<file path="config.mk">
export PLATFORM = sky130hd
export DESIGN_NAME = etc2_rgb_block_decoder
export DESIGN_NICKNAME = d
export VERILOG_FILES = /design/src/hw/rtl/etc2_pkg.sv /design/src/hw/rtl/etc2_rgb_block_decoder.sv /design/src/hw/rtl/etc2_front.sv /design/src/hw/rtl/etc2_back.sv
export SDC_FILE = /design/constraint.sdc
export NUM_CORES = 1
export LEC_CHECK = 0
export ABC_AREA = 1
export ABC_CLOCK_PERIOD_IN_PS = 33800
export BUFFER_PORTS_ARGS = -buffer_cell sky130_fd_sc_hd__buf_4
export CAP_MARGIN = 20
export CORE_ASPECT_RATIO = 0.6
export CORE_MARGIN = 2
export CORE_UTILIZATION = 30
export CTS_BUF_LIST = sky130_fd_sc_hd__clkbuf_4
export DETAILED_ROUTE_END_ITERATION = 7
export GPL_TIMING_DRIVEN = 1
export PLACE_DENSITY = 0.44
export SLEW_MARGIN = 0
export SYNTH_ARGS = -nofsm -noshare
export SYNTH_HDL_FRONTEND = slang
export SYNTH_SLANG_ARGS = --single-unit
export TNS_END_PERCENT = 50
</file>
<file path="constraint.sdc">
create_clock -name aclk -period 33.8 [get_ports aclk]
set_input_delay 1.69 -clock aclk [delete_from_list [all_inputs] [get_ports aclk]]
set_output_delay 1.69 -clock aclk [all_outputs]
set_load 0.03 [all_outputs]
</file>
<file path="src/hw/rtl/etc2_pkg.sv">
package etc2_pkg;

    typedef enum logic [1:0] {
        FMT_ETC1  = 2'd0,
        FMT_ETC2  = 2'd1,
        FMT_PUNCH = 2'd2,
        FMT_RSVD  = 2'd3
    } fmt_t;

    typedef enum logic [1:0] {
        MODE_BASE   = 2'd0,
        MODE_T      = 2'd1,
        MODE_H      = 2'd2,
        MODE_PLANAR = 2'd3
    } mode_t;

    // Classified block handed from the front part to the back part.
    typedef struct packed {
        logic [63:0] word;
        mode_t       mode;
        logic        diff;
        logic        transp;
    } job_t;

    function automatic logic [7:0] mod_val(input logic [2:0] code, input logic lsb);
        logic [7:0] v;
        begin
            v = 8'd0;
            unique case ({code, lsb})
                4'h0: v = 8'd2;   4'h1: v = 8'd8;
                4'h2: v = 8'd5;   4'h3: v = 8'd17;
                4'h4: v = 8'd9;   4'h5: v = 8'd29;
                4'h6: v = 8'd13;  4'h7: v = 8'd42;
                4'h8: v = 8'd18;  4'h9: v = 8'd60;
                4'ha: v = 8'd24;  4'hb: v = 8'd80;
                4'hc: v = 8'd33;  4'hd: v = 8'd106;
                4'he: v = 8'd47;  4'hf: v = 8'd183;
                default: v = 8'd0;
            endcase
            return v;
        end
    endfunction

    function automatic logic [6:0] dist_val(input logic [2:0] di);
        logic [6:0] v;
        begin
            v = 7'd0;
            unique case (di)
                3'd0: v = 7'd3;  3'd1: v = 7'd6;  3'd2: v = 7'd11; 3'd3: v = 7'd16;
                3'd4: v = 7'd23; 3'd5: v = 7'd32; 3'd6: v = 7'd41; 3'd7: v = 7'd64;
                default: v = 7'd0;
            endcase
            return v;
        end
    endfunction

    function automatic logic [7:0] clamp10(input logic signed [10:0] v);
        logic [7:0] r;
        begin
            if (v < 0) r = 8'd0;
            else if (v > 11'sd255) r = 8'd255;
            else r = v[7:0];
            return r;
        end
    endfunction

endpackage

</file>
<file path="src/hw/rtl/etc2_rgb_block_decoder.sv">
// ETC1 / ETC2 RGB / punch-through block decoder.
// s_axis: one 64-bit block per transaction, first block byte in bits 63..56.
// m_axis: sixteen pixel transactions per block in raster order; tlast marks
//   the sixteenth pixel. tdata holds pixel_index, red, green, blue, alpha.
// cfg: format_mode write channel (0 ETC1, 1 ETC2 RGB, 2 punch-through); the user
//   must write it only while the block is idle, which the block does not enforce.
// A block reaches m_axis through the queue, block state and output registers.
// Throughput: one pixel per cycle while m_axis_tready is high; the pixel
//   counter of the back part, stepping once per emitted pixel, sets this.
// A two-entry queue sits between the classifier and the pixel generator,
//   so blocks are taken while the previous block's pixels stream out.
// Reset clears the queue, the pixel counter and the output valid flag, and
//   sets format_mode to 1 (ETC2 RGB).
// With m_axis_tready low and a pixel waiting, the output register holds it, the
//   generator stalls, and s_axis_tready drops once the queue fills.
module etc2_rgb_block_decoder (
    input  logic        aclk,
    input  logic        aresetn,
    input  logic        s_axis_tvalid,
    output logic        s_axis_tready,
    input  logic [63:0] s_axis_tdata,   // block_word
    output logic        m_axis_tvalid,
    input  logic        m_axis_tready,
    output logic [39:0] m_axis_tdata,   // pixel_index[3:0], red, green, blue, alpha
    output logic        m_axis_tlast,   // last_pixel
    input  logic        cfg_valid,
    output logic        cfg_ready,
    input  logic [1:0]  cfg_data        // format_mode
);

    etc2_pkg::fmt_t fmt_reg;
    etc2_pkg::job_t job;
    logic job_valid, job_ready;

    assign cfg_ready = 1'b1;

    always_ff @(posedge aclk) begin
        if (!aresetn) fmt_reg <= etc2_pkg::FMT_ETC2;
        else if (cfg_valid) fmt_reg <= etc2_pkg::fmt_t'(cfg_data);
    end

    etc2_front u_front (
        .aclk(aclk), .aresetn(aresetn), .fmt(fmt_reg),
        .in_valid(s_axis_tvalid), .in_ready(s_axis_tready), .in_word(s_axis_tdata),
        .job_valid(job_valid), .job_ready(job_ready), .job(job)
    );

    etc2_back u_back (
        .aclk(aclk), .aresetn(aresetn),
        .job_valid(job_valid), .job_ready(job_ready), .job(job),
        .px_valid(m_axis_tvalid), .px_ready(m_axis_tready),
        .px_data(m_axis_tdata), .px_last(m_axis_tlast)
    );

endmodule

</file>
<file path="src/hw/rtl/etc2_front.sv">
module etc2_front (
    input  logic              aclk,
    input  logic              aresetn,
    input  etc2_pkg::fmt_t    fmt,
    input  logic              in_valid,
    output logic              in_ready,
    input  logic [63:0]       in_word,
    output logic              job_valid,
    input  logic              job_ready,
    output etc2_pkg::job_t    job
);

    etc2_pkg::job_t cls;
    logic signed [9:0] r_s, g_s, b_s;
    logic diffbit, etc1, pt;

    // Two-entry queue between classification and pixel generation.
    etc2_pkg::job_t q_reg [2];
    logic [1:0] cnt_reg, cnt_next;
    logic       wp_reg, rp_reg;
    logic       push, pop;

    function automatic logic signed [9:0] ovf(input logic [7:0] v);
        return $signed({2'b00, v & 8'hf8}) + $signed({5'b0, v[1:0], 3'b000})
            - $signed({4'b0, v[2], 5'b00000});
    endfunction

    always_comb begin
        diffbit = in_word[33];
        etc1 = (fmt == etc2_pkg::FMT_ETC1);
        pt = (fmt == etc2_pkg::FMT_PUNCH);
        r_s = ovf(in_word[63:56]);
        g_s = ovf(in_word[55:48]);
        b_s = ovf(in_word[47:40]);
        cls.word = in_word;
        cls.transp = 1'b0;
        cls.diff = diffbit;
        cls.mode = etc2_pkg::MODE_BASE;
        if (!etc1 && (pt || diffbit)) begin
            cls.transp = pt && !diffbit;
            cls.diff = 1'b1;
            if (r_s < 0 || r_s > 10'sd255) cls.mode = etc2_pkg::MODE_T;
            else if (g_s < 0 || g_s > 10'sd255) cls.mode = etc2_pkg::MODE_H;
            else if (b_s < 0 || b_s > 10'sd255) cls.mode = etc2_pkg::MODE_PLANAR;
        end
    end

    assign in_ready = (cnt_reg != 2'd2);
    assign job_valid = (cnt_reg != 2'd0);
    assign job = q_reg[rp_reg];
    assign push = in_valid && in_ready;
    assign pop = job_valid && job_ready;

    always_comb begin
        cnt_next = cnt_reg;
        if (push && !pop) cnt_next = cnt_reg + 2'd1;
        else if (pop && !push) cnt_next = cnt_reg - 2'd1;
    end

    always_ff @(posedge aclk) begin
        if (!aresetn) begin
            cnt_reg <= 2'd0;
            wp_reg <= 1'b0;
            rp_reg <= 1'b0;
        end else begin
            cnt_reg <= cnt_next;
            if (push) wp_reg <= ~wp_reg;
            if (pop) rp_reg <= ~rp_reg;
        end
    end

    always_ff @(posedge aclk) begin
        if (push) q_reg[wp_reg] <= cls;
    end

endmodule

</file>
<file path="src/hw/rtl/etc2_back.sv">
module etc2_back (
    input  logic            aclk,
    input  logic            aresetn,
    input  logic            job_valid,
    output logic            job_ready,
    input  etc2_pkg::job_t  job,
    output logic            px_valid,
    input  logic            px_ready,
    output logic [39:0]     px_data,
    output logic            px_last
);

    // Per-block precomputed colors, loaded when a job is taken.
    logic [63:0]     w_reg;
    etc2_pkg::mode_t mode_reg;
    logic            transp_reg;
    logic [7:0]      c_reg [2][3];
    logic [7:0]      paint_reg [4][3];
    logic            busy_reg;
    logic [3:0]      pix_reg;

    logic [7:0]      c_n [2][3];
    logic [7:0]      paint_n [4][3];
    logic [7:0]      d [8];

    logic            out_v_reg;
    logic [39:0]     out_d_reg;
    logic            out_l_reg;

    logic            adv;
    logic            load;
    logic [7:0]      pr, pg, pb, pa;

    always_comb begin
        for (int i = 0; i < 8; i++) d[i] = job.word[63 - 8*i -: 8];
    end

    // Base colors, T/H paint colors and planar colors for the incoming job.
    always_comb begin
        logic [7:0] v, b0, b1;
        logic [3:0] r1, g1, b1h, r2, g2, b2h;
        logic [2:0] di;
        logic [6:0] th_dist;
        logic signed [10:0] t;
        r1 = 4'd0;
        g1 = 4'd0;
        b1h = 4'd0;
        r2 = 4'd0;
        g2 = 4'd0;
        b2h = 4'd0;
        di = 3'd0;
        th_dist = 7'd0;
        t = 11'sd0;
        for (int ch = 0; ch < 3; ch++) begin
            v = d[ch];
            b0 = v & 8'hf8;
            b1 = (b0 + {3'b0, v[1:0], 3'b000} - {2'b0, v[2], 5'b0}) & 8'hf8;
            if (job.diff) begin
                c_n[0][ch] = b0 | {5'b0, b0[7:5]};
                c_n[1][ch] = b1 | {5'b0, b1[7:5]};
            end else begin
                c_n[0][ch] = {v[7:4], v[7:4]};
                c_n[1][ch] = {v[3:0], v[3:0]};
            end
        end
        for (int k = 0; k < 4; k++)
            for (int ch = 0; ch < 3; ch++) paint_n[k][ch] = 8'd0;
        if (job.mode == etc2_pkg::MODE_T) begin
            r1 = {d[0][4:3], d[0][1:0]};
            th_dist = etc2_pkg::dist_val({d[3][3:2], d[3][0]});
            paint_n[0][0] = {r1, r1};
            paint_n[0][1] = {d[1][7:4], d[1][7:4]};
            paint_n[0][2] = {d[1][3:0], d[1][3:0]};
            c_n[1][0] = {d[2][7:4], d[2][7:4]};
            c_n[1][1] = {d[2][3:0], d[2][3:0]};
            c_n[1][2] = {d[3][7:4], d[3][7:4]};
            for (int ch = 0; ch < 3; ch++) begin
                t = $signed({3'b0, c_n[1][ch]}) + $signed({4'b0, th_dist});
                paint_n[1][ch] = etc2_pkg::clamp10(t);
                paint_n[2][ch] = c_n[1][ch];
                t = $signed({3'b0, c_n[1][ch]}) - $signed({4'b0, th_dist});
                paint_n[3][ch] = etc2_pkg::clamp10(t);
            end
        end else if (job.mode == etc2_pkg::MODE_H) begin
            r1 = d[0][6:3];
            g1 = {d[0][2:0], d[1][4]};
            b1h = {d[1][3], d[1][1:0], d[2][7]};
            r2 = d[2][6:3];
            g2 = {d[2][2:0], d[3][7]};
            b2h = d[3][6:3];
            di = {d[3][2], d[3][0], 1'b0};
            if ({r1, g1, b1h} >= {r2, g2, b2h}) di = di + 3'd1;
            th_dist = etc2_pkg::dist_val(di);
            c_n[0][0] = {r1, r1}; c_n[0][1] = {g1, g1}; c_n[0][2] = {b1h, b1h};
            c_n[1][0] = {r2, r2}; c_n[1][1] = {g2, g2}; c_n[1][2] = {b2h, b2h};
            for (int k = 0; k < 2; k++)
                for (int ch = 0; ch < 3; ch++) begin
                    t = $signed({3'b0, c_n[k][ch]}) + $signed({4'b0, th_dist});
                    paint_n[2*k][ch] = etc2_pkg::clamp10(t);
                    t = $signed({3'b0, c_n[k][ch]}) - $signed({4'b0, th_dist});
                    paint_n[2*k+1][ch] = etc2_pkg::clamp10(t);
                end
        end else if (job.mode == etc2_pkg::MODE_PLANAR) begin
            // Origin, horizontal and vertical colors, stored in paint rows 0..2.
            paint_n[0][0] = {d[0][6:1], d[0][6:5]};
            paint_n[0][1] = {d[0][0], d[1][6:1], d[0][0]};
            paint_n[0][2] = {d[1][0], d[2][4:3], d[2][1:0], d[3][7], d[1][0], d[2][4]};
            paint_n[1][0] = {d[3][6:2], d[3][0], d[3][6:5]};
            paint_n[1][1] = {d[4][7:1], d[4][7]};
            paint_n[1][2] = {d[4][0], d[5][7:3], d[4][0], d[5][7]};
            paint_n[2][0] = {d[5][2:0], d[6][7:5], d[5][2:1]};
            paint_n[2][1] = {d[6][4:0], d[7][7:6], d[6][4]};
            paint_n[2][2] = {d[7][5:0], d[7][5:4]};
        end
    end

    // Per-pixel color from the stored block state.
    always_comb begin
        logic [3:0] ci;
        logic [1:0] x, y;
        logic lsb, msb, s;
        logic [2:0] code;
        logic signed [10:0] m, t;
        logic signed [12:0] sp;
        logic [7:0] ch_o [3];
        x = pix_reg[1:0];
        y = pix_reg[3:2];
        ci = {x, y};
        lsb = w_reg[{2'b00, ci}];
        msb = w_reg[{2'b01, ci}];
        s = 1'b0;
        code = 3'd0;
        m = 11'sd0;
        t = 11'sd0;
        sp = 13'sd0;
        pa = 8'd255;
        for (int ch = 0; ch < 3; ch++) ch_o[ch] = 8'd0;
        unique case (mode_reg)
            etc2_pkg::MODE_BASE: begin
                s = w_reg[32] ? y[1] : x[1];
                code = s ? w_reg[36:34] : w_reg[39:37];
                m = $signed({3'b0, etc2_pkg::mod_val(code, lsb)});
                if (transp_reg && !lsb) begin
                    m = 11'sd0;
                    if (msb) pa = 8'd0;
                end
                if (msb) m = -m;
                for (int ch = 0; ch < 3; ch++) begin
                    t = $signed({3'b0, c_reg[s][ch]}) + m;
                    ch_o[ch] = etc2_pkg::clamp10(t);
                end
            end
            etc2_pkg::MODE_T, etc2_pkg::MODE_H: begin
                for (int ch = 0; ch < 3; ch++) ch_o[ch] = paint_reg[{msb, lsb}][ch];
                if (transp_reg && msb && !lsb) pa = 8'd0;
            end
            etc2_pkg::MODE_PLANAR: begin
                for (int ch = 0; ch < 3; ch++) begin
                    sp = $signed({3'b0, x}) * ($signed({5'b0, paint_reg[1][ch]})
                          - $signed({5'b0, paint_reg[0][ch]}))
                       + $signed({3'b0, y}) * ($signed({5'b0, paint_reg[2][ch]})
                          - $signed({5'b0, paint_reg[0][ch]}))
                       + $signed({3'b0, paint_reg[0][ch], 2'b00}) + 13'sd2;
                    ch_o[ch] = etc2_pkg::clamp10(11'(sp >>> 2));
                end
            end
            default: ;
        endcase
        pr = ch_o[0];
        pg = ch_o[1];
        pb = ch_o[2];
    end

    assign adv = busy_reg && (!out_v_reg || px_ready);
    assign load = job_valid && job_ready;
    assign job_ready = !busy_reg || (adv && pix_reg == 4'd15);

    always_ff @(posedge aclk) begin
        if (!aresetn) begin
            busy_reg <= 1'b0;
            pix_reg <= 4'd0;
            out_v_reg <= 1'b0;
        end else begin
            if (adv) pix_reg <= pix_reg + 4'd1;
            if (load) begin
                busy_reg <= 1'b1;
                pix_reg <= 4'd0;
            end else if (adv && pix_reg == 4'd15) begin
                busy_reg <= 1'b0;
            end
            if (adv) out_v_reg <= 1'b1;
            else if (px_ready) out_v_reg <= 1'b0;
        end
    end

    always_ff @(posedge aclk) begin
        if (load) begin
            w_reg <= job.word;
            mode_reg <= job.mode;
            transp_reg <= job.transp;
            c_reg <= c_n;
            paint_reg <= paint_n;
        end
        if (adv) begin
            out_d_reg <= {4'd0, pa, pb, pg, pr, pix_reg};
            out_l_reg <= (pix_reg == 4'd15);
        end
    end

    assign px_valid = out_v_reg;
    assign px_data = out_d_reg;
    assign px_last = out_l_reg;

endmodule

</file>
==> impl_metrics.csv <==
group,metric,value,unit
clock_tree,root_buffer,"clkbuf_4",
routing,drt_wl_total,121,mm
worst_setup_path,required,34660,ps
yosys,synth_ff_type,"edfxtp_1",
routing,post_drt_wl_per_cell,21.7,um
placed_design,io_buffers,109,
sta,rsz0062_at_grt,"no",
yosys,syn_inst,3945,
sta,skew,91.0,ps
floorplan,core_area,107000,um2
yosys,ys_types,52,
sta,timing.fmax,137,MHz
worst_setup_path,crit_slowest_cell,"fa_1",
floorplan,rows,93,
worst_setup_path,crit_type,"reg2reg",
worst_setup_path,end_kind,"flip-flop",
yosys,yosys-top-cells-count,"nand2_1 (1,070), inv_1 (564), ha_1 (375)",
yosys,ys.warnings.count,0,
routing,ant_nets,0,
sta,period_needed,7300,ps
worst_setup_path,arrival,8160,ps
min_path,min_path_cells,1,
worst_setup_path,cp_num_buf_inv,6,
yosys,yosysTopAreaCell,"edfxtp_1",
sta,slew_headroom,26.5,%
cells_and_area,largest_reg_flops,134,
clock_tree,cts_tree,"yes",
floorplan,ios,115,
routing,vias,27300,
cells_and_area,n_fill_cell,11400,
floorplan,die-area,110000,um2
clock_tree,post_cts_buffers,0,
yosys,ys_ff_latch,363,
global_route,grt_pass1_wl,179,mm
yosys,synth_seq_area_share,33.4,%
yosys,yosys-top-cells-area,"edfxtp_1 (33%), ha_1 (15%), nand2_1 (12%)",
cells_and_area,area_growth,11.2,%
clock_tree,ctsHoldBuffers,0,
sta,period_share,21.6,%
sta,hold_viol,0,
global_route,gr-total-overflow,0,
clock_tree,cts_buffer_depth,3,
cells_and_area,register_area,10800,um2
floorplan,die_h,258,um
outcome,outcome,"complete, no violations",
routing,drc,0,
yosys,avgSynthCellArea,8.18,um2
yosys,async_flop_share,0,%
sta,worst_pin_slew,1090,ps
min_path,holdCritPathClass,"reg2reg",
global_route,grt_use_total,22.2,%
placed_design,place_inst,5414,
clock_tree,h-tree-depth,3,
worst_setup_path,rr_worst_depth,25,
clock_tree,cts.clk_slew.worst_paths,70,ps
placed_design,globalplace.congestion,0.962,
cells_and_area,multi_input_area,18800,um2
cells_and_area,drive_above_1_share,10.5,%
cells_and_area,finalNonFillerCells,5582,
global_route,grt_max_degree,69,
worst_setup_path,critical_path_depth,25,
yosys,netlist.area_leader.share,32.6,%
clock_tree,clock-sinks,363,
routing,drt_pass1_iterations,6,
cells_and_area,nNetsFinal,4641,
routing,drt_iter0_markers,2730,
clock_tree,post_cts_resized,0,
clock_tree,clkLatencyLatePin,1040,ps
worst_setup_path,cp_top_family,"buffers and inverters",
floorplan,start_util,30.2,%
yosys,netlist_area,32300,um2
sta,slew_violations,0,
floorplan,die_w,427,um
worst_setup_path,start_kind,"flip-flop",
clock_tree,cts_buffers,93,
worst_setup_path,worst-path-max-fanout,33,
global_route,first_global_vias,26400,
sta,setup_viol_count_final,0,
yosys,yosysMostFrequentCell,"nand2_1",
placed_design,dp_hpwl,96.5,mm
yosys,synth_edf_count,350,
routing,vias_per_cell,4.88,
worst_setup_path,critPathMaxStageDelay,660,ps
run,maxCapViolations,0,
sta,fin_tns_setup,0,ps
global_route,antenna_found_initial,4,
==> stage by stage <==
step                      setup WS, ps  utilization (%)  hold WS, ps  area (um2)
after detailed placement         26790             32.4          443       34700
final                            26500             33.6          456       35900
after floorplan                  21030                -          409       32300
after CTS                        26710             33.5          453       35900
after global placement           26840             32.4          438       34700
after global routing             26210             33.6          504       35900
==> path summary, 6_finish.rpt <==
path / start / endpoint / slack [ps]
max reg2reg: flip-flop / u_back.paint_reg[53]$_DFFE_PP_ / 26500
min: u_front.rp_reg$_SDFFE_PN0P_ / u_front.rp_reg$_SDFFE_PN0P_ / 460
min reg2reg: u_front.rp_reg$_SDFFE_PN0P_ / u_front.rp_reg$_SDFFE_PN0P_ / 460
max: flip-flop / u_back.paint_reg[53]$_DFFE_PP_ / 26500
==> kinds of logic after synthesis <==
| group | count (synthesis) | synth area share (%) |
|---|---|---|
| XOR/XNOR | 163 | 4.42 |
| flip-flops | 363 | 33.4 |
| other | 2 | 0.0233 |
| buffers and inverters | 695 | 8.66 |
| multiplexers | 22 | 0.768 |
| AO/OA/AOI/OAI | 529 | 9.40 |
| adder cells (fa/ha/maj) | 486 | 21.4 |
| AND/OR/NAND/NOR | 1685 | 21.9 |
==> cell usage in the layout, fill, tap and decap left out, drive strengths merged, types with 2 or more instances in the layout <==
cell type,n
edfxtp,350
inv,577
a22oi,4
fa,111
o21a,2
clkinv,20
ha,375
nand4,34
buf,157
nand3b,26
o311ai,17
a21oi,246
o22ai,8
conb,5
o21bai,33
o31ai,4
xnor2,33
nor2,230
nor3,10
clkinvlp,5
clkbuf,141
nand3,248
xor2,130
or2,47
o21ai,168
a21o,11
o211ai,20
diode,3
nand2,1081
a31oi,10
dfxtp,13
nor4,9
mux2,22
==> layer usage <==
metal  wire [um]  global-route usage (%)  part of all wire (%)
met1       62700                    34.5                    52
met2       45500                    29.4                    38
met3       11200                    6.87                   9.2
met4        1790                    4.33                   1.5
met5          57                       0                 0.047
==> area by class of cell <==
type	instances	area share [%]
multi-input combinational	2890	52.3
timing repair buffer	157	3.29
clock inverter	24	0.408
inverter	579	6.06
tap	1425	4.97
clock buffer	141	2.95
antenna	3	0.0209
sequential	363	30.0
Power is left out: the tool's default activity adds up to more than one toggle a clock period on the data nets, which glitch-free logic cannot reach.
